## src/url_percent_decoder_top_macros.svh

```systemverilog
// Assertion macros shared by the percent decoder RTL.
// Expects clk and rst_n in the scope of each use.
`ifndef URL_PERCENT_DECODER_TOP_MACROS_SVH
`define URL_PERCENT_DECODER_TOP_MACROS_SVH

// same-cycle implication
`define UPD_ASSERT_NOW(lbl, ante, cons, msg) \
  lbl: assert property (@(posedge clk) disable iff (!rst_n) (ante) |-> (cons)) \
    else $error(msg);

// next-cycle implication
`define UPD_ASSERT_NEXT(lbl, ante, cons, msg) \
  lbl: assert property (@(posedge clk) disable iff (!rst_n) (ante) |=> (cons)) \
    else $error(msg);

`endif

```

## src/upd_pkg.sv

```systemverilog
// Types, constants and hex decode helper for the percent decoder.
// No dependencies.
`default_nettype none

package upd_pkg;

  localparam logic [7:0] PCT_CHAR = 8'h25;
  localparam int         NIBBLE_W = 4;

  typedef enum logic [1:0] {
    PH_IDLE  = 2'd0,
    PH_PCT   = 2'd1,
    PH_DIGIT = 2'd2
  } phase_t;

  // one queue entry: up to three output bytes from one input beat
  typedef struct packed {
    logic [1:0] count;
    logic [7:0] b0;
    logic [7:0] b1;
    logic [7:0] b2;
    logic       last;
  } upd_entry_t;

  // returns {valid, nibble}
  function automatic logic [NIBBLE_W:0] hex_decode(input logic [7:0] c);
    logic [7:0] t;
    logic [NIBBLE_W:0] r;
    r = '0;
    t = '0;
    if (c >= 8'h30 && c <= 8'h39) begin
      t = c - 8'h30;
      r = {1'b1, t[NIBBLE_W-1:0]};
    end else if (c >= 8'h41 && c <= 8'h46) begin
      t = c - 8'h37;
      r = {1'b1, t[NIBBLE_W-1:0]};
    end else if (c >= 8'h61 && c <= 8'h66) begin
      t = c - 8'h57;
      r = {1'b1, t[NIBBLE_W-1:0]};
    end
    return r;
  endfunction

endpackage

`default_nettype wire

```

## src/upd_front.sv

```systemverilog
// Front end: accepts input beats, tracks the escape phase and builds queue entries.
// Depends on upd_pkg and the assertion macro header.
`default_nettype none
`include "url_percent_decoder_top_macros.svh"

module upd_front (
  input  wire logic               clk,
  input  wire logic               rst_n,
  input  wire logic               in_valid,
  input  wire logic [7:0]         in_byte,
  input  wire logic               in_last,
  input  wire logic               q_full,
  output logic                    in_ready,
  output logic                    push,
  output upd_pkg::upd_entry_t     push_entry
);
  import upd_pkg::*;

  phase_t              phase_r, phase_nxt;
  logic [7:0]          held_r, held_nxt;
  logic                accept;
  logic [NIBBLE_W:0]   hx_in;
  logic [NIBBLE_W:0]   hx_held;
  logic                pct_open;
  upd_entry_t          entry;

  assign in_ready = !q_full;
  assign accept   = in_valid && in_ready;
  assign hx_in    = hex_decode(in_byte);
  assign hx_held  = hex_decode(held_r);
  assign pct_open = (in_byte == PCT_CHAR) && !in_last;

  // next state
  always_comb begin
    phase_nxt = phase_r;
    held_nxt  = held_r;
    if (accept) begin
      unique case (phase_r)
        PH_PCT: begin
          if (hx_in[NIBBLE_W] && !in_last) begin
            phase_nxt = PH_DIGIT;
            held_nxt  = in_byte;
          end else begin
            phase_nxt = pct_open ? PH_PCT : PH_IDLE;
          end
        end
        PH_DIGIT: begin
          if (hx_in[NIBBLE_W]) begin
            phase_nxt = PH_IDLE;
          end else begin
            phase_nxt = pct_open ? PH_PCT : PH_IDLE;
          end
        end
        default: begin
          phase_nxt = pct_open ? PH_PCT : PH_IDLE;
        end
      endcase
    end
  end

  // outputs
  always_comb begin
    entry      = '0;
    entry.last = in_last;
    unique case (phase_r)
      PH_PCT: begin
        if (!(hx_in[NIBBLE_W] && !in_last)) begin
          entry.b0    = PCT_CHAR;
          entry.b1    = in_byte;
          entry.count = pct_open ? 2'd1 : 2'd2;
        end
      end
      PH_DIGIT: begin
        if (hx_in[NIBBLE_W]) begin
          entry.b0    = {hx_held[NIBBLE_W-1:0], hx_in[NIBBLE_W-1:0]};
          entry.count = 2'd1;
        end else begin
          entry.b0    = PCT_CHAR;
          entry.b1    = held_r;
          entry.b2    = in_byte;
          entry.count = pct_open ? 2'd2 : 2'd3;
        end
      end
      default: begin
        if (!pct_open) begin
          entry.b0    = in_byte;
          entry.count = 2'd1;
        end
      end
    endcase
  end

  assign push       = accept && (entry.count != 2'd0);
  assign push_entry = entry;

  always_ff @(posedge clk) begin
    if (!rst_n) begin
      phase_r <= PH_IDLE;
      held_r  <= '0;
    end else begin
      phase_r <= phase_nxt;
      held_r  <= held_nxt;
    end
  end

  `UPD_ASSERT_NEXT(a_last_closes, accept && in_last, phase_r == PH_IDLE, "escape open after last")
  `UPD_ASSERT_NOW(a_held_hex, phase_r == PH_DIGIT, hx_held[NIBBLE_W], "held digit not hex")
  `UPD_ASSERT_NOW(a_last_pushes, accept && in_last, push, "last beat produced no entry")

endmodule

`default_nettype wire

```

## src/upd_queue.sv

```systemverilog
// Short entry queue between front and back ends.
// Depends on upd_pkg.
`default_nettype none

module upd_queue #(
  parameter int DEPTH = 2
) (
  input  wire logic                clk,
  input  wire logic                rst_n,
  input  wire logic                push,
  input  wire upd_pkg::upd_entry_t push_entry,
  input  wire logic                pop,
  output upd_pkg::upd_entry_t      head,
  output logic                     empty,
  output logic                     full
);
  import upd_pkg::*;

  localparam int PTR_W = (DEPTH > 1) ? $clog2(DEPTH) : 1;
  localparam int CNT_W = $clog2(DEPTH + 1);

  upd_entry_t        slots [DEPTH];
  logic [PTR_W-1:0]  wr_ptr_r, wr_ptr_nxt;
  logic [PTR_W-1:0]  rd_ptr_r, rd_ptr_nxt;
  logic [CNT_W-1:0]  count_r, count_nxt;
  logic              do_push;
  logic              do_pop;

  assign empty   = (count_r == '0);
  assign full    = (count_r == CNT_W'(DEPTH));
  assign do_push = push && !full;
  assign do_pop  = pop && !empty;
  assign head    = slots[rd_ptr_r];

  always_comb begin
    wr_ptr_nxt = wr_ptr_r;
    rd_ptr_nxt = rd_ptr_r;
    count_nxt  = count_r;
    if (do_push) begin
      wr_ptr_nxt = (wr_ptr_r == PTR_W'(DEPTH - 1)) ? '0 : wr_ptr_r + 1'b1;
    end
    if (do_pop) begin
      rd_ptr_nxt = (rd_ptr_r == PTR_W'(DEPTH - 1)) ? '0 : rd_ptr_r + 1'b1;
    end
    if (do_push && !do_pop) begin
      count_nxt = count_r + 1'b1;
    end else if (do_pop && !do_push) begin
      count_nxt = count_r - 1'b1;
    end
  end

  always_ff @(posedge clk) begin
    if (do_push) begin
      slots[wr_ptr_r] <= push_entry;
    end
  end

  always_ff @(posedge clk) begin
    if (!rst_n) begin
      wr_ptr_r <= '0;
      rd_ptr_r <= '0;
      count_r  <= '0;
    end else begin
      wr_ptr_r <= wr_ptr_nxt;
      rd_ptr_r <= rd_ptr_nxt;
      count_r  <= count_nxt;
    end
  end

endmodule

`default_nettype wire

```

## src/upd_back.sv

```systemverilog
// Back end: serializes queue entries into single output bytes through an output register.
// Depends on upd_pkg and the assertion macro header.
`default_nettype none
`include "url_percent_decoder_top_macros.svh"

module upd_back (
  input  wire logic                clk,
  input  wire logic                rst_n,
  input  wire upd_pkg::upd_entry_t head,
  input  wire logic                empty,
  output logic                     pop,
  output logic                     out_valid,
  input  wire logic                out_ready,
  output logic [7:0]               out_byte,
  output logic                     out_last
);
  import upd_pkg::*;

  logic [1:0] idx_r, idx_nxt;
  logic       valid_r, valid_nxt;
  logic [7:0] byte_r;
  logic       last_r;
  logic       load;
  logic       final_byte;
  logic [7:0] sel_byte;

  assign load       = !empty && (!valid_r || out_ready);
  assign final_byte = (idx_r == (head.count - 2'd1));
  assign pop        = load && final_byte;

  always_comb begin
    unique case (idx_r)
      2'd0:    sel_byte = head.b0;
      2'd1:    sel_byte = head.b1;
      default: sel_byte = head.b2;
    endcase
  end

  always_comb begin
    idx_nxt   = idx_r;
    valid_nxt = valid_r;
    if (load) begin
      valid_nxt = 1'b1;
      idx_nxt   = final_byte ? 2'd0 : idx_r + 2'd1;
    end else if (out_ready) begin
      valid_nxt = 1'b0;
    end
  end

  always_ff @(posedge clk) begin
    if (!rst_n) begin
      idx_r   <= '0;
      valid_r <= 1'b0;
    end else begin
      idx_r   <= idx_nxt;
      valid_r <= valid_nxt;
    end
  end

  always_ff @(posedge clk) begin
    if (load) begin
      byte_r <= sel_byte;
      last_r <= head.last && final_byte;
    end
  end

  assign out_valid = valid_r;
  assign out_byte  = byte_r;
  assign out_last  = last_r;

  `UPD_ASSERT_NOW(a_idx_in_range, !empty, idx_r < head.count, "byte index past entry")
  `UPD_ASSERT_NOW(a_idle_idx, empty, idx_r == 2'd0, "byte index left over")
  `UPD_ASSERT_NEXT(a_load_shows, load, valid_r, "loaded byte not shown")

endmodule

`default_nettype wire

```

## src/url_percent_decoder_top.sv

```systemverilog
// Top level of the streaming URL percent decoder.
// Depends on upd_pkg, upd_front, upd_queue and upd_back.
//
//   channel | dir | handshake            | payload
//   in_     | in  | in_tvalid/in_tready  | in_tdata = in_byte, in_tlast = in_last
//   out_    | out | out_tvalid/out_tready| out_tdata = out_byte, out_tlast = out_last
//
// One input beat per cycle while each beat yields at most one byte and the output is
// not held off; a beat that yields two or three bytes holds the back end's output register for each of its bytes.
// First output byte passes through a queue slot and then the back end's output register before it is offered.
// Reset is synchronous, active low; no clearing pass.
// The front end stalls only when the QUEUE_DEPTH-entry queue is full.
`default_nettype none

module url_percent_decoder_top #(
  parameter int QUEUE_DEPTH = 2
) (
  input  wire logic       clk,
  input  wire logic       rst_n,
  input  wire logic       in_tvalid,
  output logic            in_tready,
  input  wire logic [7:0] in_tdata,    // [7:0] in_byte
  input  wire logic       in_tlast,
  output logic            out_tvalid,
  input  wire logic       out_tready,
  output logic [7:0]      out_tdata,   // [7:0] out_byte
  output logic            out_tlast
);
  import upd_pkg::*;

  logic       push;
  upd_entry_t push_entry;
  upd_entry_t head;
  logic       q_empty;
  logic       q_full;
  logic       pop;

  upd_front u_front (
    .clk        (clk),
    .rst_n      (rst_n),
    .in_valid   (in_tvalid),
    .in_byte    (in_tdata),
    .in_last    (in_tlast),
    .q_full     (q_full),
    .in_ready   (in_tready),
    .push       (push),
    .push_entry (push_entry)
  );

  upd_queue #(
    .DEPTH (QUEUE_DEPTH)
  ) u_queue (
    .clk        (clk),
    .rst_n      (rst_n),
    .push       (push),
    .push_entry (push_entry),
    .pop        (pop),
    .head       (head),
    .empty      (q_empty),
    .full       (q_full)
  );

  upd_back u_back (
    .clk       (clk),
    .rst_n     (rst_n),
    .head      (head),
    .empty     (q_empty),
    .pop       (pop),
    .out_valid (out_tvalid),
    .out_ready (out_tready),
    .out_byte  (out_tdata),
    .out_last  (out_tlast)
  );

endmodule

`default_nettype wire

```

## config.mk

```make
export PLATFORM = sky130hd
export DESIGN_NAME = url_percent_decoder_top
export DESIGN_NICKNAME = d
export VERILOG_FILES = /design/src/upd_pkg.sv /design/src/upd_front.sv /design/src/upd_queue.sv /design/src/upd_back.sv /design/src/url_percent_decoder_top.sv
export VERILOG_INCLUDE_DIRS = /design/src /design/src/src
export SDC_FILE = /design/constraint.sdc
export NUM_CORES = 1
export LEC_CHECK = 0
export BUFFER_PORTS_ARGS = -buffer_cell sky130_fd_sc_hd__buf_2
export CAP_MARGIN = 20
export CORE_MARGIN = 4
export CORE_UTILIZATION = 54
export CTS_BUF_LIST = sky130_fd_sc_hd__clkbuf_8
export DETAILED_ROUTE_END_ITERATION = 12
export PLACE_DENSITY_LB_ADDON = 0.12
export SETUP_SLACK_MARGIN = 0.4
export SLEW_MARGIN = 40
export SYNTH_ARGS = -nofsm -noshare
export SYNTH_HDL_FRONTEND = slang
export SYNTH_SLANG_ARGS = --single-unit
```

## constraint.sdc

```tcl
create_clock -name clk -period 4.62 [get_ports clk]
set_input_delay 0.462 -clock clk [delete_from_list [all_inputs] [get_ports clk]]
set_output_delay 0.462 -clock clk [all_outputs]
set_load 0.02 [all_outputs]
```

==> out/results.ini <==
[setup_path]
critical_path_arrival_ns = 2.93
crit_end = u_queue.count_r[1]
r2r_end = u_queue.count_r[1]
critPathLaunchType = flop
end_kind = flop
crit_required_ns = 4.90
r2r_setup_slack_ns = 1.97
cp_max_fo = 19
critical_path_class = flop to flop
r2r_cells = 7

[min_path]
worstHoldPathType = primary input to flop

[sta]
setup-violations-final = 0
rsz0062_at_grt = false
period_share_pct = 57.3
period_minus_slack_ns = 2.65
hold-worst-slack_ns = 0.371
worstMarginPinSlew_ns = 0.729
slew_violations = 0
setup-tns-final_ns = 0
hold_viol_final = 0
fmaxAchievable_ghz = 0.378
relSlewSlack_pct = 51.4
fin_skew_ns = 0.0128

[synth]
synth_top_area_share_pct = 48.3
ys.flop_type = edfxtp_1
synth.distinct_cells = 58
synth_common_cells = edfxtp_1 (63), nand2_1 (30), dfxtp_1 (18), a22o_1 (16)
async_flop_share_pct = 0
synth_edf_count = 63
synth_seq_cells = 81
netlist_area_sq_mm = 0.00392
yosys.area.top_type = edfxtp_1
ys_seq_area_share_pct = 57.5
synth_cells = 322
ys_warn_count = 0
postSynthAreaPerCell_sq_um = 12.2
synth_nets = 348
yosysMostFrequentCell = edfxtp_1
ys_top_cells_by_area = edfxtp_1 (48%), dfxtp_1 (9.2%), ha_1 (4.2%)

[clock_network]
cts_hold_buf = 0
clock_sinks = 81
cts_buffer_depth = 2
cts_tree = done
htree_levels = 3
cts_buffers = 9
clock_latency_ns = 0.35
path_clk_slew_ns = 0.08
post_cts_buffers = 0
cts_resized = 0
cts-root-buf = clkbuf_8

[layout]
area_growth_pct = 9.93
postLayoutCellArea_sq_mm = 0.00431
multi_input_area_sq_mm = 0.00155
drive_gt1_share_pct = 15.3
fill_cells = 568
register_area_sq_mm = 0.00225
antenna_cells = 0
nets = 367

[detailed_routing]
route.detailed.wl_per_inst_um = 18.0
via_per_inst = 5.93
drc = 0
totalWireLength_um = 7940
firstDrtPassIters = 4
first_iter_violations = 168
ant_nets = 0
via_count = 2622

[global_routing]
first_global_vias = 2487
grt.busiest_layer = met2
grt_pass1_wl_um = 12800
grt_antenna_before_repair = 0
grt_start_max_net_pins = 28
gr-usage-met1_pct = 26.4
grt.overflow.total = 0
met2_usage_pct = 30.5
grt_use_total_pct = 19.4
use_met3_pct = 4.02

[pwr]
power_frac_comb_pct = 25.3
intPower_mw = 1.44
switching_share_pct = 31.1
p_clk_share_pct = 26.1
powerDensity_mw_per_mm2 = 486
power_frac_seq_pct = 48.6
peakVddDrop_mv = 0.192
p_sw_mw = 0.651
p_leak_nw = 1.57

[floorplan]
initial_utilization_pct = 56.7
die_w_um = 93.2
core-area_sq_mm = 0.00691
die_area_sq_mm = 0.00868
boundaryPins = 24
fp.dieH_um = 93.2
num_rows = 30

[run]
drv_cap = 0

[place]
gp_congestion = 0.877
dp_hpwl_um = 5500
dpl_cell_area_sq_mm = 0.00409
portBuffers = 23

[outcome]
outcome = finished clean

## power groups by stage
stage | registers (mW) | logic (mW) | clock network [mW]
6_report | 1.02 | 0.530 | 0.547
5_1_grt | 1.03 | 0.580 | 0.588
4_1_cts | 1.02 | 0.534 | 0.556
3_5_place_dp | 1.04 | 0.532 | 0
3_3_place_gp | 1.03 | 0.521 | 0
2_1_floorplan | 1.07 | 0.347 | 0
## worst min-delay path by stage
| stage | start | endpoint | slack (ns) | cells after the start |
|---|---|---|---|---|
| after floorplan | u_back.idx_r[1] | u_back.idx_r[1] | 0.43 | 2 |
| after global placement | u_back.idx_r[1] | u_back.idx_r[1] | 0.44 | 2 |
| after detailed placement | u_back.idx_r[1] | u_back.idx_r[1] | 0.47 | 2 |
| after CTS | in_tlast | u_queue.slots[0][0] | 0.36 | 1 |
| after global routing | in_tlast | u_queue.slots[1][0] | 0.38 | 1 |
| final | in_tlast | u_queue.slots[0][0] | 0.37 | 1 |
## layer usage
metal  up-vias  part of all wire (%)
li1       1274                     -
met1      1273                    47
met2        64                    47
met3        11                   4.3
met4         0                   1.9
met5         -                     0
## flip-flops by register name, indices dropped and copies added, names as in the netlist, named ones only
| signal | count |
|---|---|
| u_back.idx_r | 2 |
| u_queue.rd_ptr_r | 1 |
| u_front.phase_r | 2 |
| u_queue.count_r | 2 |
| u_back.out_byte | 8 |
| u_back.out_last | 1 |
| u_queue.slots | 54 |
| u_back.out_valid | 1 |
| u_front.held_r | 8 |
| u_queue.wr_ptr_r | 1 |
## cells in the final DEF, fill, tap and decap left out, drive strengths merged, types with 2 or more instances in the layout
cell type,n
nand2b,6
o211ai,2
a22o,16
o31a,2
nor3,4
nand3,4
o2111ai,2
o311a,2
and2,3
and3,8
dfxtp,18
a21oi,14
a22oi,9
a211oi,9
clkbuf,9
edfxtp,63
o21bai,3
inv,13
nand4,3
nand2,30
mux2i,11
a31oi,12
o21ai,10
nor2,14
o31ai,2
a21o,2
xnor2,4
ha,13
xor2,2
bufinv,2
buf,25
clkinv,5
nor3b,2
nor2b,3
or3,5
## through the flow
| stage | utilization, % | instances | power [mW] | setup slack [ns] |
|---|---|---|---|---|
| 6_report | 62.4 | 442 | 2.09 | 1.97 |
| 5_1_grt | 62.4 | 442 | 2.20 | 1.75 |
| 4_1_cts | 62.3 | 442 | 2.11 | 1.94 |
| 3_5_place_dp | 59.3 | 426 | 1.57 | 1.80 |
| 3_3_place_gp | 59.2 | 426 | 1.55 | 1.92 |
| 2_1_floorplan | - | 322 | 1.41 | 1.44 |
## worst max-delay path: stages (launching register included)
cell	delay (ns)
dfxtp_1	0.80
mux2i_1	0.30
xnor2_1	0.16
mux2i_1	0.39
nand2b_1	0.17
ha_1	0.27
or3_1	0.35
a21oi_1	0.14
## layout make-up
type | instances | share of cell area (%)
inverter | 13 | 1.13
sequential | 81 | 52.3
clock buffer | 9 | 2.88
clock inverter | 7 | 2.00
multi-input combinational | 211 | 35.9
timing repair buffer | 25 | 3.02
tap | 96 | 2.79
## kinds of logic (layout without fill, tap and decap cells)
| kind of cell | after synthesis | in the layout | synth area share [%] |
|---|---|---|---|
| AO/OA/AOI/OAI | 93 | 93 | 18.6 |
| XOR/XNOR | 6 | 6 | 1.34 |
| adder cells (fa/ha/maj) | 13 | 13 | 4.15 |
| buffers and inverters | 30 | 54 | 3.29 |
| flip-flops | 81 | 81 | 57.5 |
| multiplexers | 11 | 11 | 2.81 |
| AND/OR/NAND/NOR | 88 | 88 | 12.4 |
Note: power is estimated with default switching activity, not from simulation.
